`src/rtl/rtmbp_pkg.sv`:
```
// Package with the shared types and constants of the monochrome raster packer.
package rtmbp_pkg;

    localparam int MAX_WIDTH = 4096;

    localparam int WIDTH_W = 13;
    localparam int BPP_W   = 7;
    localparam int CFG_W   = 13;
    localparam int CFG_IDX_W = 1;

    localparam logic [CFG_IDX_W-1:0] CFG_WIDTH_PIXELS   = 1'b0;
    localparam logic [CFG_IDX_W-1:0] CFG_BITS_PER_PIXEL = 1'b1;

    localparam logic [WIDTH_W-1:0] WIDTH_RESET = 13'd1;
    localparam logic [BPP_W-1:0]   BPP_RESET   = 7'd8;

    typedef enum logic [1:0] {
        MODE_ONE_BIT,
        MODE_WIDE,
        MODE_WHITE
    } mode_t;

    typedef struct packed {
        logic [7:0] packed_byte;
        logic       line_end;
    } result_t;

endpackage

```
`src/rtl/rtmbp_in_reg.sv`:
```
// Input register that holds one raster byte until the packing core takes it.
module rtmbp_in_reg (
    input  logic       clk,
    input  logic       rst_n,
    input  logic       in_valid,
    input  logic [7:0] raw_byte,
    input  logic       advance,
    output logic       in_stall,
    output logic       item_valid,
    output logic [7:0] item_byte
);
    import rtmbp_pkg::*;

    logic       valid_reg;
    logic [7:0] byte_reg;

    assign in_stall   = valid_reg && !advance;
    assign item_valid = valid_reg;
    assign item_byte  = byte_reg;

    always_ff @(posedge clk or negedge rst_n)
    begin
        if (!rst_n)
        begin
            valid_reg <= 1'b0;
        end
        else if (!in_stall)
        begin
            valid_reg <= in_valid;
        end
    end

    always_ff @(posedge clk)
    begin
        if (!in_stall && in_valid)
        begin
            byte_reg <= raw_byte;
        end
    end

endmodule

```
`src/rtl/rtmbp_pack_core.sv`:
```
// Configuration registers, line state and the per-byte pixel conversion and packing logic.
module rtmbp_pack_core (
    input  logic                            clk,
    input  logic                            rst_n,
    input  logic                            cfg_we,
    input  logic [rtmbp_pkg::CFG_IDX_W-1:0] cfg_index,
    input  logic [rtmbp_pkg::CFG_W-1:0]     cfg_data,
    input  logic                            item_valid,
    input  logic [7:0]                      item_byte,
    input  logic                            advance,
    output logic                            res_valid,
    output rtmbp_pkg::result_t              res
);
    import rtmbp_pkg::*;

    localparam logic [13:0] MAX_W = 14'(MAX_WIDTH);

    logic [WIDTH_W-1:0] width_pixels_reg;
    logic [BPP_W-1:0]   bits_per_pixel_reg;

    logic [12:0] pixel_column_reg, pixel_column_next;
    logic [2:0]  byte_in_pixel_reg, byte_in_pixel_next;
    logic [17:0] weighted_sum_reg, weighted_sum_next;
    logic [7:0]  pack_shift_reg, pack_shift_next;

    logic [13:0] eff_w;
    logic [6:0]  bpp;
    mode_t       mode;
    logic [13:0] rem_px;
    logic [3:0]  n_bytes;
    logic [9:0]  weight;
    logic [17:0] sum;
    logic [3:0]  idx_inc;
    logic [17:0] thresh;
    logic        black;
    logic [7:0]  pack_new;
    logic [13:0] col;
    logic [2:0]  pb;
    logic [3:0]  src_bits;
    logic [3:0]  px;
    logic [3:0]  left_bits;
    logic        consume;

    function automatic logic [3:0] px_count(input logic [2:0] p, input logic [3:0] bits);
        logic [3:0] cnt;
        cnt = 4'd0;
        for (int k = 1; k < 16; k++)
        begin
            if (7'(k) * {4'b0, p} <= {3'b0, bits})
            begin
                cnt = cnt + 4'd1;
            end
        end
        return cnt;
    endfunction

    assign consume = item_valid && advance;

    always_comb
    begin
        if (width_pixels_reg == '0)
        begin
            eff_w = 14'd1;
        end
        else if ({1'b0, width_pixels_reg} > MAX_W)
        begin
            eff_w = MAX_W;
        end
        else
        begin
            eff_w = {1'b0, width_pixels_reg};
        end

        bpp = (bits_per_pixel_reg > 7'd64) ? 7'd64 : bits_per_pixel_reg;
        if (bpp == 7'd1)
        begin
            mode = MODE_ONE_BIT;
        end
        else if (bpp >= 7'd8)
        begin
            mode = MODE_WIDE;
        end
        else
        begin
            mode = MODE_WHITE;
        end
    end

    always_comb
    begin
        pixel_column_next  = pixel_column_reg;
        byte_in_pixel_next = byte_in_pixel_reg;
        weighted_sum_next  = weighted_sum_reg;
        pack_shift_next    = pack_shift_reg;
        res_valid          = 1'b0;
        res.packed_byte    = 8'h00;
        res.line_end       = 1'b0;

        rem_px   = ({1'b0, pixel_column_reg} < eff_w) ?
                   (eff_w - {1'b0, pixel_column_reg}) : 14'd1;
        n_bytes  = bpp[6:3];
        if (bpp == 7'd24)
        begin
            weight = (byte_in_pixel_reg == 3'd0) ? 10'd299 :
                     ((byte_in_pixel_reg == 3'd1) ? 10'd587 : 10'd114);
        end
        else
        begin
            weight = 10'd1;
        end
        sum      = weighted_sum_reg + ({10'b0, item_byte} * {8'b0, weight});
        idx_inc  = {1'b0, byte_in_pixel_reg} + 4'd1;
        thresh   = (bpp == 7'd24) ? 18'd128000 : {7'b0, n_bytes, 7'b0};
        black    = (sum < thresh);
        pack_new = {pack_shift_reg[6:0], black};
        pb       = (bpp == 7'd0) ? 3'd1 : bpp[2:0];
        src_bits = {1'b0, byte_in_pixel_reg} + 4'd8;
        px       = px_count(pb, src_bits);
        left_bits = src_bits - 4'(px * {1'b0, pb});
        col      = 14'd0;

        case (mode)
            MODE_ONE_BIT:
            begin
                if (rem_px <= 14'd8)
                begin
                    res_valid          = 1'b1;
                    res.packed_byte    = item_byte & ~(8'hFF >> rem_px[3:0]);
                    res.line_end       = 1'b1;
                    pixel_column_next  = '0;
                    byte_in_pixel_next = '0;
                    weighted_sum_next  = '0;
                    pack_shift_next    = '0;
                end
                else
                begin
                    res_valid         = 1'b1;
                    res.packed_byte   = item_byte;
                    pixel_column_next = pixel_column_reg + 13'd8;
                end
            end
            MODE_WIDE:
            begin
                if (idx_inc < n_bytes)
                begin
                    byte_in_pixel_next = idx_inc[2:0];
                    weighted_sum_next  = sum;
                end
                else
                begin
                    weighted_sum_next  = '0;
                    byte_in_pixel_next = '0;
                    col = {1'b0, pixel_column_reg} + 14'd1;
                    if (col >= eff_w)
                    begin
                        res_valid         = 1'b1;
                        res.packed_byte   = pack_new << ~pixel_column_reg[2:0];
                        res.line_end      = 1'b1;
                        pixel_column_next = '0;
                        pack_shift_next   = '0;
                    end
                    else
                    begin
                        pixel_column_next = col[12:0];
                        if (col[2:0] == 3'd0)
                        begin
                            res_valid       = 1'b1;
                            res.packed_byte = pack_new;
                            pack_shift_next = '0;
                        end
                        else
                        begin
                            pack_shift_next = pack_new;
                        end
                    end
                end
            end
            MODE_WHITE:
            begin
                col = {1'b0, pixel_column_reg} + {10'b0, px};
                if (col >= eff_w)
                begin
                    res_valid          = 1'b1;
                    res.line_end       = 1'b1;
                    pixel_column_next  = '0;
                    byte_in_pixel_next = '0;
                    weighted_sum_next  = '0;
                    pack_shift_next    = '0;
                end
                else
                begin
                    pixel_column_next  = col[12:0];
                    byte_in_pixel_next = left_bits[2:0];
                    res_valid          = (col[12:3] != pixel_column_reg[12:3]);
                end
            end
            default:
            begin
                res_valid = 1'b0;
            end
        endcase
    end

    always_ff @(posedge clk or negedge rst_n)
    begin
        if (!rst_n)
        begin
            width_pixels_reg   <= WIDTH_RESET;
            bits_per_pixel_reg <= BPP_RESET;
            pixel_column_reg   <= '0;
            byte_in_pixel_reg  <= '0;
            weighted_sum_reg   <= '0;
            pack_shift_reg     <= '0;
        end
        else if (cfg_we)
        begin
            if (cfg_index == CFG_WIDTH_PIXELS)
            begin
                width_pixels_reg <= cfg_data[WIDTH_W-1:0];
            end
            else
            begin
                bits_per_pixel_reg <= cfg_data[BPP_W-1:0];
            end
            pixel_column_reg  <= '0;
            byte_in_pixel_reg <= '0;
            weighted_sum_reg  <= '0;
            pack_shift_reg    <= '0;
        end
        else if (consume)
        begin
            pixel_column_reg  <= pixel_column_next;
            byte_in_pixel_reg <= byte_in_pixel_next;
            weighted_sum_reg  <= weighted_sum_next;
            pack_shift_reg    <= pack_shift_next;
        end
    end

endmodule

```
`src/rtl/rtmbp_out_reg.sv`:
```
// Result register that presents one packed byte until the receiver takes it.
module rtmbp_out_reg (
    input  logic               clk,
    input  logic               rst_n,
    input  logic               load,
    input  logic               res_valid,
    input  rtmbp_pkg::result_t res,
    input  logic               out_stall,
    output logic               out_valid,
    output logic [7:0]         packed_byte,
    output logic               line_end
);
    import rtmbp_pkg::*;

    logic    valid_reg;
    result_t data_reg;

    assign out_valid   = valid_reg;
    assign packed_byte = data_reg.packed_byte;
    assign line_end    = data_reg.line_end;

    always_ff @(posedge clk or negedge rst_n)
    begin
        if (!rst_n)
        begin
            valid_reg <= 1'b0;
        end
        else if (load)
        begin
            valid_reg <= res_valid;
        end
        else if (!out_stall)
        begin
            valid_reg <= 1'b0;
        end
    end

    always_ff @(posedge clk)
    begin
        if (load && res_valid)
        begin
            data_reg <= res;
        end
    end

endmodule

```
`src/rtl/raster_to_mono_bitmap_packer.sv`:
```
// Top level of the raster to monochrome bitmap packer.
//
// Raster line bytes enter on the input channel (in_valid, in_stall, raw_byte)
// and packed 1-bit bytes leave on the output channel (out_valid, out_stall,
// packed_byte, line_end), leftmost pixel in bit 7 and 1 meaning black.
// A transfer takes place at a rising edge where valid is high and stall low.
// One byte is taken every cycle while the output is not stalled; some bytes
// produce no result, depending on the pixel size. A transferred byte sits
// in the input register while it is converted and packed, and its result
// is loaded into the result register, which shows it. The rate is set
// by the single update of the line state (column, pixel byte index, pixel
// sum and shift register) that each byte performs.
// When the receiver stalls, the result register holds its byte and the
// input register takes a byte only while empty, then in_stall rises.
// Registers are written through cfg_we, cfg_index and cfg_data only while
// the block is idle, a rule for the user that the block does not enforce;
// every write restarts the current line. Reset empties both registers and
// sets width one pixel, pixel size eight bits, and starts a fresh line.
module raster_to_mono_bitmap_packer (
    input  logic                            clk,
    input  logic                            rst_n,
    input  logic                            cfg_we,
    input  logic [rtmbp_pkg::CFG_IDX_W-1:0] cfg_index,
    input  logic [rtmbp_pkg::CFG_W-1:0]     cfg_data,
    input  logic                            in_valid,
    output logic                            in_stall,
    input  logic [7:0]                      raw_byte,
    output logic                            out_valid,
    input  logic                            out_stall,
    output logic [7:0]                      packed_byte,
    output logic                            line_end
);
    import rtmbp_pkg::*;

    logic       advance;
    logic       item_valid;
    logic [7:0] item_byte;
    logic       res_valid;
    result_t    res;

    assign advance = !out_valid || !out_stall;

    rtmbp_in_reg u_in_reg (
        .clk        (clk),
        .rst_n      (rst_n),
        .in_valid   (in_valid),
        .raw_byte   (raw_byte),
        .advance    (advance),
        .in_stall   (in_stall),
        .item_valid (item_valid),
        .item_byte  (item_byte)
    );

    rtmbp_pack_core u_core (
        .clk        (clk),
        .rst_n      (rst_n),
        .cfg_we     (cfg_we),
        .cfg_index  (cfg_index),
        .cfg_data   (cfg_data),
        .item_valid (item_valid),
        .item_byte  (item_byte),
        .advance    (advance),
        .res_valid  (res_valid),
        .res        (res)
    );

    rtmbp_out_reg u_out_reg (
        .clk         (clk),
        .rst_n       (rst_n),
        .load        (item_valid && advance),
        .res_valid   (res_valid),
        .res         (res),
        .out_stall   (out_stall),
        .out_valid   (out_valid),
        .packed_byte (packed_byte),
        .line_end    (line_end)
    );

endmodule

```
`config.mk`:
```
export PLATFORM = sky130hd
export DESIGN_NAME = raster_to_mono_bitmap_packer
export DESIGN_NICKNAME = d
export VERILOG_FILES = /design/src/rtl/rtmbp_pkg.sv /design/src/rtl/rtmbp_in_reg.sv /design/src/rtl/rtmbp_pack_core.sv /design/src/rtl/rtmbp_out_reg.sv /design/src/rtl/raster_to_mono_bitmap_packer.sv
export SDC_FILE = /design/constraint.sdc
export NUM_CORES = 1
export LEC_CHECK = 0
export BUFFER_PORTS_ARGS = -buffer_cell sky130_fd_sc_hd__buf_2
export CAP_MARGIN = 20
export CORE_UTILIZATION = 60
export CTS_BUF_LIST = sky130_fd_sc_hd__clkbuf_4 sky130_fd_sc_hd__clkbuf_8
export DETAILED_ROUTE_END_ITERATION = 16
export PLACE_DENSITY = 0.9
export RECOVER_POWER = 50
export SETUP_SLACK_MARGIN = 0.15
export SLEW_MARGIN = 15
export SYNTH_ARGS = -nofsm -noshare
export SYNTH_HDL_FRONTEND = slang
export SYNTH_HIERARCHICAL = 1
export SYNTH_SLANG_ARGS = --single-unit
```
`constraint.sdc`:
```
create_clock -name clk -period 13.3 [get_ports clk]
set_clock_uncertainty 0.15 [all_clocks]
set_input_delay 1.33 -clock clk [delete_from_list [all_inputs] [get_ports clk]]
set_output_delay 1.33 -clock clk [all_outputs]
set_load 0.02 [all_outputs]
```
# After elaboration in Yosys (flattened, before gate mapping)
# Index checks and enable logic that the tools add are counted.
totals:
  ff_bits: 80
  in_bits: 27
  out_inout_bits: 11
  wordCells: 177
classes:
  add_sub_neg: 22
  multipliers: 13
  order_cmp: 24
  n_eq_ne: 10
  shift: 2
  mux: 69
  bitwise_logic: 4
  n_reduce_logical: 22
ops:
  columns: ["cell", "n"]
  rows:
  - ["13-bit 2-to-1 mux", 8]
  - ["18-bit 2-to-1 mux", 5]
  - ["4-bit 2-to-1 mux", 14]
  - ["7-bit 2-to-1 mux", 8]
  - ["18-bit one-hot mux with 3 select lines", 1]
  - ["4-bit by 1-bit adder with 4-bit output (second input constant)", 13]
  - ["7-bit by 4-bit <= comparator with 1-bit output", 7]
  - ["13-bit one-hot mux with 3 select lines", 1]
  - ["10-bit 2-to-1 mux", 3]
  - ["14-bit by 13-bit >= comparator with 1-bit output", 2]
  - ["4-bit by 3-bit multiplier with 7-bit output (first input constant)", 4]
  - ["6-bit by 4-bit <= comparator with 1-bit output", 4]
  - ["3-bit by 3-bit multiplier with 6-bit output (first input constant)", 4]
  - ["8-bit 2-to-1 mux", 3]
  - ["7-bit one-hot mux with 3 select lines", 1]
  - ["18-bit adder", 1]
  - ["18-bit less-than comparator", 1]
  - ["8-bit by 10-bit multiplier with 18-bit output", 1]
  - ["3-bit 2-to-1 mux", 6]
  - ["17-bit 2-to-1 mux", 1]
  - ["8-bit one-hot mux with 2 select lines", 1]
  - ["2-bit by 3-bit multiplier with 5-bit output (first input constant)", 3]
  - ["13-bit by 1-bit adder with 14-bit output (second input constant)", 1]
  - ["13-bit by 4-bit adder with 14-bit output", 1]
  - ["other kinds (50)", 72]

# Depth between registers and ports, before layout
# Gate-level depths: netlist of run 1.
logic_depth:
  depth_word: 40
  depth_mapped: 61
  mapped_depth_nobuf: 58

# Modules after synthesis
# Netlist of run 1, hierarchy kept.
by_module_without_submodules:
  columns: ["module", "n_inst", "cells_per_inst", "area_per_inst_um2", "seq_area_each_um2"]
  rows:
  - ["rtmbp_pack_core", 1, 1302, 10730.3, 1529.0]
  - ["rtmbp_out_reg", 1, 13, 315.3, 295.3]
  - ["rtmbp_in_reg", 1, 13, 297.8, 265.3]
  - ["raster_to_mono_bitmap_packer", 1, 2, 11.3, 0.0]

# Worst setup path after synthesis of run 1
# No wires, ideal clock.
synth_path:
  kind: "flip-flop to flip-flop"
  startpoint: "reg u_core.bits_per_pixel_reg[6]"
  endpoint: "reg u_core.pack_shift_reg[0]"
  setup_ns: 0.067
  arrival_time_ns: 12.185
  required_time_ns: 13.083
  path_slack_ns: 0.898
  stages_incl_launch_ff: 59
  n_path_buf: 2
  period_less_slack_ns: 12.402
  path_cell_list: "dfrtp_1 -> buf_4 -> nor4_1 -> nand2_1 -> nand2_1 -> ha_1 -> inv_1 -> ha_1 -> nor2b_1 -> o311a_1 -> nand2_1 -> nand2_1 -> fa_1 -> nand2b_1 -> mux2_2 -> nand4_4 -> inv_1 -> ha_1 -> [... 23 more ...] -> mux2_2 -> fa_1 -> a21o_1 -> a21oi_1 -> nor2_1 -> nand3_1 -> xnor2_1 -> ha_1 -> a21o_1 -> a21o_1 -> a21oi_1 -> o31ai_1 -> a211oi_1 -> and2_1 -> clkbuf_1 -> nor3_1 -> a21oi_1 -> a22o_1"
synth_between:
  elab_chain_len: 38
  word_cells_on_any_way: 86
  cone_classes: "add/sub: 16; mul: 12; order compare: 20; eq/ne: 7; mux: 27; reduce/logical: 4"
synth_lines:
  columns: ["element", "line_no", "text"]
  rows:
  - ["from (decl)", "rtmbp_pack_core.sv:19", "logic [BPP_W-1:0] bits_per_pixel_reg;"]
  - ["from (signal assigned)", "rtmbp_pack_core.sv:223", "bits_per_pixel_reg <= cfg_data[BPP_W-1:0];"]
  - ["7-bit greater-than comparator", "rtmbp_pack_core.sv:74", "bpp = (bits_per_pixel_reg > 7'd64) ? 7'd64 : bits_per_pixel_reg;"]
  - ["7-bit 2-to-1 mux *", "rtmbp_pack_core.sv:74", null]
  - ["parallel branches: the longest is 36 deep, another holds 2-bit by 3-bit multiplier with 5-bit output", null, null]
  - ["to (signal assigned)", "rtmbp_pack_core.sv:235", "pack_shift_reg <= pack_shift_next;"]
  - ["to (decl)", "rtmbp_pack_core.sv:24", "logic [7:0] pack_shift_reg, pack_shift_next;"]
# Every way passes the cells marked *. The select of a mux whose other input is x is not followed.
# A chain may end at the register's enable or synchronous reset.

# Final worst setup path of run 1
# Same ends and word-level chain as after synthesis.

==> results.md, run 1 <==
| Step | Quantity | This run |
| --- | --- | --- |
| run status | Status | complete, but fails checks |
| run status | Failing checks | max-capacitance violations, max-slew violations |
| place | Total half-perimeter wirelength after legalization and detailed placement | 23.3 mm |
| clock network | Number of buffers inserted by hold repair at cts | 0 |
| clock network | TritonCTS clock tree | done |
| place | Gp weighted congestion | 0.993 |
| global routing | Number of antenna violations at the first check in global routing | 0 |
| clock network | Register clock-pin slew on the reported worst setup and hold paths | 100 ps |
| worst setup path | RR Startpoint | u_core/bits_per_pixel_reg[6] |
| clock network | Clock root cell | sky130_fd_sc_hd__clkbuf_8 |
| worst setup path | Depth of the most critical reg-to-reg path | 58 |
| routing | Number of iterations in the first detailed-routing pass | 6 |
| place | Area post-placement | 11800 um^2 |
| clock network | Number of clock buffers inserted by TritonCTS | 9 |
| cells and area | Layout Nets | 1606 |
| synth | Synthesized-area fraction occupied by and/or/nand/nor cells | 17.9% |
| synth | Area fraction in compound gates after synthesis | 17.8% |
| worst setup path | Critical Path Slowest Stage Cell | sky130_fd_sc_hd__fa_2 |
| floorplan | Total I/O pin count | 38 |
| synth | Syn Inst Count | 1330 |
| worst setup path | Critical Path Max Stage Delay | 650 ps |
| routing | WL per Instance | 18.4 um |
| worst setup path | Library cell appearing most often on the critical path | sky130_fd_sc_hd__ha_1 |
| routing | Antenna Nets Post-Route | 0 |
| timing | Shortest clock period the worst path allows after layout | 12520 ps |
| routing | Initial DRC count | 1089 |
| cells and area | Leading cell type in the layout, fill and taps excluded | sky130_fd_sc_hd__inv_1 |
| cells and area | Fillers | 1428 |
| global routing | Wire length of the first global-routing pass | 48.2 mm |
| worst setup path | Setup crit end kind | flop |
| worst setup path | Capture point of the worst path | u_core/pack_shift_reg[0] |
| synth | Sequential-to-total area share from yosys stat | 18.4% |
| cells and area | Layout-stage area growth over the synthesis result | 6.84% |
| cells and area | Final design instance area without fill | 12100 um^2 |
| routing | Routed via count | 10200 |
| worst setup path | Reg2reg end | u_core/pack_shift_reg[0] |
| worst setup path | Kind of critical path | flop to flop |
| global routing | Pin count of the biggest net entering global routing | 64 |
| floorplan | Floorplan die width | 140 um |
| floorplan | Core region area | 18300 um^2 |
| worst setup path | Crit path required time | 13400 ps |
| worst setup path | Critical Path Source Type | flop |
| synth | Post-synth EDFFs | 17 |
| synth | Proportion of register bits with asynchronous set or reset after synthesis | 78.8% |
| cells and area | Sequential standard cell area | 2090 um^2 |
| clock network | Sinks on Clock Net | 80 |
| floorplan | Initial core utilization | 62.1% |
| clock network | H-tree lvl count | 3 |
| worst setup path | Arrival time worst endpoint | 12610 ps |
| floorplan | Area enclosed by the die boundary | 19500 um^2 |
| routing | Residual DRC count | 0 |
| clock network | Maximum root-to-sink buffer count | 2 |
| worst setup path | Slack of the worst reg-to-reg path | 780 ps |
| synth | Mean cell area of the mapped netlist | 8.54 um^2 |
| global routing | Number of global-route vias before repair | 9963 |
| cells and area | Layout cells sized above 1 | 11.0% |
| synth | Cell area after synthesis | 11400 um^2 |
| cells and area | Multi-input combinational cell area | 8580 um^2 |
| floorplan | Y dimension of the die | 140 um |
| cells and area | ANT cells | 0 |
| synth | Yosys Warn Count | 6 |
| synth | Largest family of logic cells by synthesized area | adder cells |
| synth | Arithmetic-cell share of the synthesized area counting full adders, half adders and majority gates | 27.5% |
| synth | Number of distinct standard cells referenced by the synthesized netlist | 93 |
| worst hold path | Worst hold path class | flop to flop |
| worst setup path | Origin of the worst setup path | u_core/bits_per_pixel_reg[6] |
| synth | Post-Synth XOR/XNOR Area | 8.37% |
| place | IO Port Bufs | 37 |
| timing | Fin crit share | 94.1% |
| worst setup path | CP max FO | 36 |
| timing | Number of failing hold endpoints at the final stage | 0 |
| timing | FMAX | 79.9 MHz |
| timing | Max Transition Viols Final | 64 |
| synth | Primary FF master, synth | sky130_fd_sc_hd__dfrtp_1 |
| global routing | Total GRT Usage | 30.7% |
| global routing | Aggregate global routing overflow | 0 |
| clock network | Insertion delay of the later-clocked pin in the worst-skew pair | 360 ps |
| routing | Via density per instance | 6.36 |
| timing | Tightest slew margin relative to the limit | -128% |
| routing | Routed Wire Length | 29.5 mm |
| cells and area | Number of flip-flops in the largest register | 18 |
| timing | Unrepaired setup endpoints after global routing | false |
| synth | Post-synthesis sequential element count | 80 |
| synth | Synthesized netlist net count | 1571 |
| cells and area | Top library cells by usage in the layout, fill and taps aside | sky130_fd_sc_hd__inv_1, sky130_fd_sc_hd__ha_1, sky130_fd_sc_hd__nand2_1, sky130_fd_sc_hd__nor2_1, sky130_fd_sc_hd__a21oi_1 |
| synth | Multiplexer area fraction after synthesis | 3.40% |
| timing | Tightest Pin Transition | 3420 ps |
| floorplan | Number of rows created at floorplan | 49 |
| timing | Finish-stage setup viols | 0 |
| run | Number of max-cap violations | 1 |
synth_stat cells, drive strengths merged (4+ instances only):
library cell	n	area (um^2)
inv	162	613
ha	155	1940
nand2	143	539
nor2	99	372
xnor2	70	684
a21oi	67	335
dfrtp	61	1530
o21ai	60	300
fa	59	1180
a21o	31	233
nor3	31	166
nand3	30	150
clkbuf	27	101
mux2	26	297
and2	24	155
a31oi	18	119
a211oi	17	138
edfxtp	17	510
xor2	17	149
nand4	15	109
nand2b	14	103
nor2b	12	75.1
a22o	11	96.3
nor4	11	75.1
or3	11	68.8
and3	10	62.6
mux2i	9	90.1
o21a	9	67.6
a31o	7	61.3
a32o	7	70.1
o211ai	6	45.0
or2	6	37.5
o22ai	5	37.5
o31a	5	43.8
a2111oi	4	53.8
a41oi	4	35.0
buf	4	27.5
o21bai	4	30.0
o221ai	4	41.3
xnor3	4	93.8
worst min path at each step:
stage | cells past startpoint | start | slack, ps | endpoint
5_1_grt | 2 | u_core/weighted_sum_reg[15] | 370 | u_core/weighted_sum_reg[15]
2_1_floorplan | 2 | u_core/weighted_sum_reg[15] | 300 | u_core/weighted_sum_reg[15]
6_report | 2 | u_core/weighted_sum_reg[15] | 340 | u_core/weighted_sum_reg[15]
3_5_place_dp | 2 | u_core/weighted_sum_reg[15] | 320 | u_core/weighted_sum_reg[15]
3_3_place_gp | 2 | u_core/weighted_sum_reg[1] | 310 | u_core/weighted_sum_reg[1]
4_1_cts | 2 | u_core/weighted_sum_reg[15] | 340 | u_core/weighted_sum_reg[15]
stage by stage:
stage | utilization, % | hold slack (ps) | setup slack [ps] | TNS, ps | instances
after floorplan | - | 300 | 898 | 0 | 1330
after CTS | 65.7 | 344 | 156 | 0 | 1590
final | 66.4 | 340 | 784 | 0 | 1599
after detailed placement | 64.4 | 322 | -138 | -876 | 1573
after global placement | 64.4 | 314 | 444 | 0 | 1573
after global routing | 66.4 | 373 | 86.0 | 0 | 1599
critical path: cells and delay by family (launching register included):
kind | cells | cell delay [ps]
AOI/OAI and AO/OA | 16 | 2830
DFF | 1 | 460
and+or+nand+nor | 16 | 2360
muxes | 3 | 820
adders and majority gates | 11 | 4000
xor gates and xnor gates | 5 | 740
buffers and inverters | 7 | 1040
repair_timing:
action                     4_1_cts  5_1_grt
gates resized for setup          5       17
gates cloned                     0        0
pin swaps                        0        3
setup buffers                    1        8
setup endpoints to repair       19       51
kinds of logic after synthesis:
logic type               count (synthesis)
adder cells (fa/ha/maj)                214
AND/OR/NAND/NOR                        421
XOR/XNOR                                92
multiplexers                            35
flip-flops                              80
buffers and inverters                  194
AO/OA/AOI/OAI                          294
cell type report:
type / instances / area share (%)
repair buffers: 55 / 2.67
clock inverters: 7 / 0.877
flip-flops and latches: 80 / 17.2
well taps: 229 / 2.36
inverters: 163 / 5.08
clock buffers: 9 / 1.02
multi-input cells: 1056 / 70.8
layer usage:
layer  track usage (%)  wire length [um]  vias up
met3              3.68              2050      120
met4              14.8              1290        0
met2              52.8             14300      449
li1                  -                 -     4735
met5                 0                 0        -
met1              38.4             11800     4871
Power of run 1 is not shown: default switching activity piles up to over one toggle a cycle in this logic, so the estimate is an artifact.
==> run 2: changes to the inputs <==
--- a/config.mk
+++ b/config.mk
@@ -5,12 +5,13 @@
 export SDC_FILE = /design/constraint.sdc
 export NUM_CORES = 1
 export LEC_CHECK = 0
+export ABC_AREA = 1
 export BUFFER_PORTS_ARGS = -buffer_cell sky130_fd_sc_hd__buf_2
 export CAP_MARGIN = 20
 export CORE_UTILIZATION = 60
 export CTS_BUF_LIST = sky130_fd_sc_hd__clkbuf_4 sky130_fd_sc_hd__clkbuf_8
 export DETAILED_ROUTE_END_ITERATION = 16
-export PLACE_DENSITY = 0.9
+export PLACE_DENSITY = 0.91
 export RECOVER_POWER = 50
 export SETUP_SLACK_MARGIN = 0.15
 export SLEW_MARGIN = 15
==> run 2 against run 1 <==
The run still ends with max-capacitance violations, max-slew violations left. Synthesized cell count rose by 20%. Critical path depth rose by 13. Final area shrank 1.8%. Maximum frequency grew 2.5%. Global-route usage grew 0.26 points. First-iteration DRC count fell by 4.1%. Largest cell class unchanged.
==> results.md, run 2 <==
| Step | Quantity | This run |
| --- | --- | --- |
| timing | Number of failing hold endpoints at the final stage | 0 |
| routing | Number of iterations in the first detailed-routing pass | 6 |
| global routing | Met3 track utilization from global routing | 3.63% |
| global routing | Number of global-route vias before repair | 10500 |
| cells and area | Fillers | 1514 |
| floorplan | Core region area | 18100 um^2 |
| global routing | Wire length of the first global-routing pass | 48.9 mm |
| worst setup path | Critical Path Slowest Stage Cell | sky130_fd_sc_hd__fa_1 |
| cells and area | Layout-stage area growth over the synthesis result | 5.78% |
| timing | Max Transition Viols Final | 64 |
| global routing | Met1 routing resource usage after global routing | 38.1% |
| clock network | Clock root cell | sky130_fd_sc_hd__clkbuf_8 |
| place | Gp weighted congestion | 0.965 |
| timing | Crit path setup slack, layout | 1090 ps |
| routing | Routed Wire Length | 29.5 mm |
| global routing | Busiest metal layer after global routing | met2 |
| synth | Most frequent cells after synthesis | sky130_fd_sc_hd__nand2_1, sky130_fd_sc_hd__inv_1, sky130_fd_sc_hd__ha_1 |
| synth | Post-synth EDFFs | 17 |
| floorplan | Total I/O pin count | 38 |
| global routing | Total GRT Usage | 31.0% |
| timing | FMAX | 81.9 MHz |
| timing | Fin crit share | 91.8% |
| worst hold path | Hold Path Stages | 2 |
| clock network | Sinks on Clock Net | 80 |
| cells and area | Layout Nets | 1865 |
| routing | Initial DRC count | 1044 |
| clock network | Insertion delay of the later-clocked pin in the worst-skew pair | 370 ps |
| timing | Unrepaired setup endpoints after global routing | false |
| place | IO Port Bufs | 37 |
| routing | WL per Instance | 15.9 um |
| cells and area | Number of flip-flops in the largest register | 18 |
| global routing | Aggregate global routing overflow | 0 |
| global routing | Number of antenna violations at the first check in global routing | 0 |
| worst setup path | Depth of the most critical reg-to-reg path | 71 |
| synth | Primary FF master, synth | sky130_fd_sc_hd__dfrtp_1 |
| cells and area | Leading cell type in the layout, fill and taps excluded | sky130_fd_sc_hd__nand2_1 |
| floorplan | Floorplan die width | 139 um |
| synth | Portion of synthesized cell area occupied by the leading cell type | 17.2% |
| synth | Cell types occupying the most area after synthesis | sky130_fd_sc_hd__ha_1, sky130_fd_sc_hd__dfrtp_1, sky130_fd_sc_hd__nand2_1, sky130_fd_sc_hd__fa_1, sky130_fd_sc_hd__inv_1 |
| synth | Number of distinct standard cells referenced by the synthesized netlist | 55 |
| clock network | TritonCTS clock tree | done |
| timing | Summed negative setup slack over all endpoints | 0 ps |
| cells and area | Layout cells sized above 1 | 6.94% |
| worst setup path | Critical Path Source Type | flop |
| worst setup path | RR Startpoint | u_core/bits_per_pixel_reg[6] |
| routing | Residual DRC count | 0 |
| floorplan | Area enclosed by the die boundary | 19300 um^2 |
| synth | Proportion of register bits with asynchronous set or reset after synthesis | 78.8% |
| routing | Via density per instance | 5.77 |
| worst setup path | Critical Path Max Stage Delay | 600 ps |
| synth | Most area-hungry cell type in the Yosys netlist | sky130_fd_sc_hd__ha_1 |
| worst setup path | Crit path required time | 13250 ps |
| floorplan | Number of rows created at floorplan | 49 |
| worst setup path | CP max FO | 9 |
| worst hold path | Endpoint of the worst hold-timing path | u_core/pack_shift_reg[2] |
| cells and area | ANT cells | 0 |
| routing | Antenna Nets Post-Route | 0 |
| cells and area | Sequential standard cell area | 2090 um^2 |
| synth | Synthesized netlist net count | 1833 |
| place | Post-place setup slack | 594 ps |
| run status | Failing checks | max-capacitance violations, max-slew violations |
| place | Total half-perimeter wirelength after legalization and detailed placement | 23.7 mm |
| clock network | H-tree lvl count | 3 |
| worst setup path | Slack of the worst reg-to-reg path | 1090 ps |
| synth | Syn Inst Count | 1592 |
| synth | Post-synthesis sequential element count | 80 |
| worst setup path | Arrival time worst endpoint | 12160 ps |
| timing | Tightest Pin Transition | 3600 ps |
| clock network | Number of buffers inserted by hold repair at cts | 0 |
| worst setup path | Library cell appearing most often on the critical path | sky130_fd_sc_hd__nand2_1 |
| synth | Most repeated cell in the gate-level netlist after synthesis | sky130_fd_sc_hd__nand2_1 |
| cells and area | Top library cells by usage in the layout, fill and taps aside | sky130_fd_sc_hd__nand2_1, sky130_fd_sc_hd__inv_1, sky130_fd_sc_hd__ha_1, sky130_fd_sc_hd__nor2_1, sky130_fd_sc_hd__nand3_1 |
| clock network | Number of clock buffers inserted by TritonCTS | 9 |
| cells and area | Fraction of the core area covered by cells at the end of the flow | 65.6% |
| timing | Shortest clock period the worst path allows after layout | 12210 ps |
| synth | Cell area after synthesis | 11300 um^2 |
| clock network | Maximum root-to-sink buffer count | 2 |
| routing | Routed via count | 10700 |
| clock network | Register clock-pin slew on the reported worst setup and hold paths | 90 ps |
| worst hold path | Worst hold path class | flop to flop |
| floorplan | Initial core utilization | 62.0% |
| cells and area | Multi-input combinational cell area | 7900 um^2 |
| global routing | Pin count of the biggest net entering global routing | 64 |
| worst setup path | Reg2reg end | u_out_reg/packed_byte[6] |
| worst hold path | HP Start | u_core/pack_shift_reg[2] |
| global routing | Met2 track utilization from global routing | 53.4% |
| floorplan | Y dimension of the die | 139 um |
| synth | Sequential-to-total area share from yosys stat | 18.6% |
| timing | Finish-stage setup viols | 0 |
| timing | Tightest slew margin relative to the limit | -140% |
| run | Number of max-cap violations | 1 |
| synth | Yosys Warn Count | 6 |
| worst setup path | Kind of critical path | flop to flop |
| run status | Status | complete, but fails checks |
| worst setup path | Setup crit end kind | flop |
| synth | Mean cell area of the mapped netlist | 7.07 um^2 |
## run 2: cell count changes after synthesis, sizes merged, moves of 31 or more
cell	previous run	this run
inv	162	308
nand2	143	352
nand3	30	132
nor2	99	135
o21ai	60	92
xnor2	70	7
xor2	17	48
## run 2: critical path, delay by kind of cell (launching register included)
family,cells,cell delay [ps]
and+or+nand+nor,33,4440
adders and majority gates,11,3400
AOI/OAI and AO/OA,17,2150
buffers and inverters,9,1050
DFF,1,510
xor gates and xnor gates,1,220
## run 2: final cells by class
type	instances	area share (%)
Clock buffer	10	1.16
Clock inverter	6	0.420
Inverter	313	9.92
Multi-Input combinational cell	1172	66.4
Sequential cell	80	17.6
Tap cell	229	2.41
Timing Repair Buffer	47	2.12
Timing Repair inverter	1	0.0630
## run 2: kinds of logic after synthesis
family / count (synthesis) / synth area share, %
adders and majority gates: 214 / 27.7
AOI/OAI and AO/OA: 228 / 11.9
buffers and inverters: 340 / 11.5
muxes: 4 / 0.400
DFF: 80 / 18.6
and+or+nand+nor: 671 / 25.7
xor gates and xnor gates: 55 / 4.28
## run 2: worst max path at each step
stage | startpoint | to | slack, ps
2_1_floorplan | u_core/bits_per_pixel_reg[6] | u_out_reg/line_end | 2000
3_5_place_dp | u_core/bits_per_pixel_reg[6] | u_core/pack_shift_reg[3] | 590
5_1_grt | u_core/bits_per_pixel_reg[6] | u_core/weighted_sum_reg[13] | 160
6_report | u_core/bits_per_pixel_reg[6] | u_out_reg/packed_byte[6] | 1090
4_1_cts | u_core/bits_per_pixel_reg[6] | u_core/pack_shift_reg[3] | 560
3_3_place_gp | u_core/bits_per_pixel_reg[6] | u_core/pack_shift_reg[6] | 1170
## run 2: metrics by stage
step                      hold WS, ps  cell area (um^2)  cells
after floorplan                   302             11300   1592
after global placement            319             11600   1836
after detailed placement          342             11600   1836
after CTS                         365             11800   1852
after global routing              395             11900   1858
final                             363             11900   1858
## run 2: layer usage
| layer | up-vias | wire, um |
|---|---|---|
| li1 | 5207 | - |
| met1 | 4973 | 12100 |
| met2 | 438 | 14100 |
| met3 | 104 | 1930 |
| met4 | 0 | 1340 |
| met5 | - | 0 |
## run 2: repair_timing
| item | 4_1_cts | 5_1_grt |
|---|---|---|
| gates resized for setup | 0 | 11 |
| setup buffers | 0 | 5 |
| setup endpoints to repair | 0 | 50 |
Power of run 2 is left out for the same reason.
==> run 3: changes to the inputs <==
--- a/config.mk
+++ b/config.mk
@@ -6,13 +6,14 @@
 export NUM_CORES = 1
 export LEC_CHECK = 0
 export ABC_AREA = 1
-export BUFFER_PORTS_ARGS = -buffer_cell sky130_fd_sc_hd__buf_2
 export CAP_MARGIN = 20
 export CORE_UTILIZATION = 60
 export CTS_BUF_LIST = sky130_fd_sc_hd__clkbuf_4 sky130_fd_sc_hd__clkbuf_8
 export DETAILED_ROUTE_END_ITERATION = 16
-export PLACE_DENSITY = 0.91
+export DONT_BUFFER_PORTS = 1
+export PLACE_DENSITY = 0.8
 export RECOVER_POWER = 50
+export REMOVE_ABC_BUFFERS = 1
 export SETUP_SLACK_MARGIN = 0.15
 export SLEW_MARGIN = 15
 export SYNTH_ARGS = -nofsm -noshare
==> run 3 against run 2 <==
The run now ends clean. Sequential cell count is the same. Sequential share of layout area grew 0.24 points. First-iteration DRC count shrank 26%. Critical path type unchanged.
==> results.md, run 3 (same netlist as run 2, synthesis figures left out) <==
| Step | Quantity | This run |
| --- | --- | --- |
| place | Gp weighted congestion | 1.00 |
| worst setup path | Library cell appearing most often on the critical path | sky130_fd_sc_hd__nand2_1 |
| routing | Residual DRC count | 0 |
| global routing | Number of antenna violations at the first check in global routing | 0 |
| timing | Unrepaired setup endpoints after global routing | false |
| worst setup path | Arrival time worst endpoint | 12140 ps |
| floorplan | Y dimension of the die | 139 um |
| timing | Tightest Pin Transition | 1020 ps |
| cells and area | Leading cell type in the layout, fill and taps excluded | sky130_fd_sc_hd__nand2_1 |
| cells and area | Layout Nets | 1826 |
| timing | Fin crit share | 91.6% |
| routing | WL per Instance | 15.5 um |
| clock network | Sinks on Clock Net | 80 |
| global routing | Wire length of the first global-routing pass | 47.1 mm |
| timing | Shortest clock period the worst path allows after layout | 12190 ps |
| power and ir drop | Cell Pwr Density | 270 nW/um^2 |
| floorplan | Initial core utilization | 62.0% |
| run | Number of max-cap violations | 0 |
| worst setup path | Critical Path Max Stage Delay | 610 ps |
| routing | Number of iterations in the first detailed-routing pass | 6 |
| floorplan | Floorplan die width | 139 um |
| routing | Routed via count | 10300 |
| worst setup path | Crit path required time | 13250 ps |
| cells and area | Layout-stage area growth over the synthesis result | 4.38% |
| timing | Finish-stage setup viols | 0 |
| run status | Status | finished, final reports clean |
| power and ir drop | Peak supply drop | 0.182 mV |
| global routing | Total GRT Usage | 30.1% |
| routing | Routed Wire Length | 28.2 mm |
| clock network | Clock root cell | sky130_fd_sc_hd__clkbuf_8 |
| cells and area | ANT cells | 0 |
| worst setup path | Setup crit end kind | flop |
| timing | Tightest slew margin relative to the limit | 31.7% |
| global routing | Pin count of the biggest net entering global routing | 64 |
| timing | FMAX | 82.1 MHz |
| cells and area | Layout cells sized above 1 | 4.72% |
| worst hold path | Worst hold path class | flop to flop |
| place | IO Port Bufs | 0 |
| clock network | H-tree lvl count | 3 |
| floorplan | Area enclosed by the die boundary | 19300 um^2 |
| cells and area | Number of flip-flops in the largest register | 18 |
| timing | Number of failing hold endpoints at the final stage | 0 |
| floorplan | Total I/O pin count | 38 |
| floorplan | Number of rows created at floorplan | 49 |
| routing | Initial DRC count | 772 |
| worst setup path | CP Buf/Inv Count | 9 |
| power and ir drop | Static Leak | 6.44 nW |
| place | Total half-perimeter wirelength after legalization and detailed placement | 23.0 mm |
| worst setup path | Depth of the most critical reg-to-reg path | 69 |
| worst setup path | CP max FO | 8 |
| clock network | Maximum root-to-sink buffer count | 2 |
| cells and area | Top library cells by usage in the layout, fill and taps aside | sky130_fd_sc_hd__nand2_1, sky130_fd_sc_hd__inv_1, sky130_fd_sc_hd__ha_1, sky130_fd_sc_hd__nor2_1, sky130_fd_sc_hd__nand3_1 |
| worst setup path | Critical Path Slowest Stage Cell | sky130_fd_sc_hd__fa_1 |
| worst setup path | Kind of critical path | flop to flop |
| timing | Summed negative setup slack over all endpoints | 0 ps |
| routing | Via density per instance | 5.68 |
| clock network | Register clock-pin slew on the reported worst setup and hold paths | 100 ps |
| floorplan | Core region area | 18100 um^2 |
| worst setup path | Number of stages on the worst setup path | 69 |
| clock network | Number of clock buffers inserted by TritonCTS | 9 |
| clock network | TritonCTS clock tree | done |
| routing | Antenna Nets Post-Route | 0 |
| global routing | Number of global-route vias before repair | 9982 |
| worst setup path | Family with the most delay on the worst path | simple AND/OR/NAND/NOR gates |
| timing | Hold slack | 364 ps |
| global routing | Aggregate global routing overflow | 0 |
| clock network | Insertion delay of the later-clocked pin in the worst-skew pair | 380 ps |
| worst setup path | Critical Path Source Type | flop |
| timing | Max Transition Viols Final | 0 |
| clock network | Number of buffers inserted by hold repair at cts | 0 |
| worst hold path | Hold Path Stages | 2 |
| worst setup path | Slack of the worst reg-to-reg path | 1110 ps |
-- run 3: cell types whose count changed in the layout (fill, tap and decap cells not counted), sizes merged --
cell / delta
buf: -36
clkbuf: -4
clkinv: -3
inv: +3
bufinv: +2
clkinvlp: -1
-- run 3: repair_timing --
action,4_1_cts,5_1_grt
setup buffers,0,3
gates resized for setup,0,10
setup endpoints to repair,0,47
-- run 3: worst paths after layout --
kind                                         startpoint                      endpoint
max                        u_core/bits_per_pixel_reg[6]            u_out_reg/line_end
min                         u_core/weighted_sum_reg[17]   u_core/weighted_sum_reg[17]
max reg2reg                u_core/bits_per_pixel_reg[6]            u_out_reg/line_end
min reg2reg                 u_core/weighted_sum_reg[17]   u_core/weighted_sum_reg[17]
max in group asynchronous                         rst_n  u_core/bits_per_pixel_reg[3]
min in group asynchronous                         rst_n      u_core/pack_shift_reg[4]
-- run 3: final cells by class --
type / count / area [um^2]
inverters: 313 / 1180
clock inverters: 7 / 109
repair buffers: 8 / 60.1
multi-input cells: 1172 / 7900
flip-flops and latches: 80 / 2090
well taps: 229 / 287
clock buffers: 9 / 124
fillers: 1630 / 6400
repair inverters: 1 / 5.00
-- run 3: where the power goes --
group | switching, W | total (W) | internal (W)
registers | 0.0000681 | 0.000368 | 0.000300
clock network | 0.000109 | 0.000219 | 0.000110
logic | 0.00165 | 0.00259 | 0.000941
total | 0.00182 | 0.00317 | 0.00135
-- run 3: metal layers --
metal	global-route usage, %	up-vias	wire length [um]
li1	-	5123	-
met1	38.2	4781	12200
met2	50.7	333	13000
met3	3.25	92	1450
met4	16.2	0	1490
met5	0	-	0
-- run 3: metrics by stage --
stage	total power [W]	utilization (%)	std cells	cell area [um^2]	setup WS [ps]
2_1_floorplan	0.00236	-	1565	11100	1130
3_3_place_gp	0.00283	63.2	1799	11500	880
4_1_cts	0.00314	64.5	1815	11700	521
3_5_place_dp	0.00290	63.2	1799	11500	547
6_report	0.00317	64.8	1819	11800	1110
5_1_grt	0.00360	64.8	1819	11800	102
-- run 3: worst min-delay path: cells and delay by family (launching register included) --
| kind | cells | cell delay, ps |
|---|---|---|
| flip-flops | 1 | 370 |
| AND/OR/NAND/NOR | 1 | 60 |
| AO/OA/AOI/OAI | 1 | 50 |
Note: power is estimated with default switching activity, not from simulation.
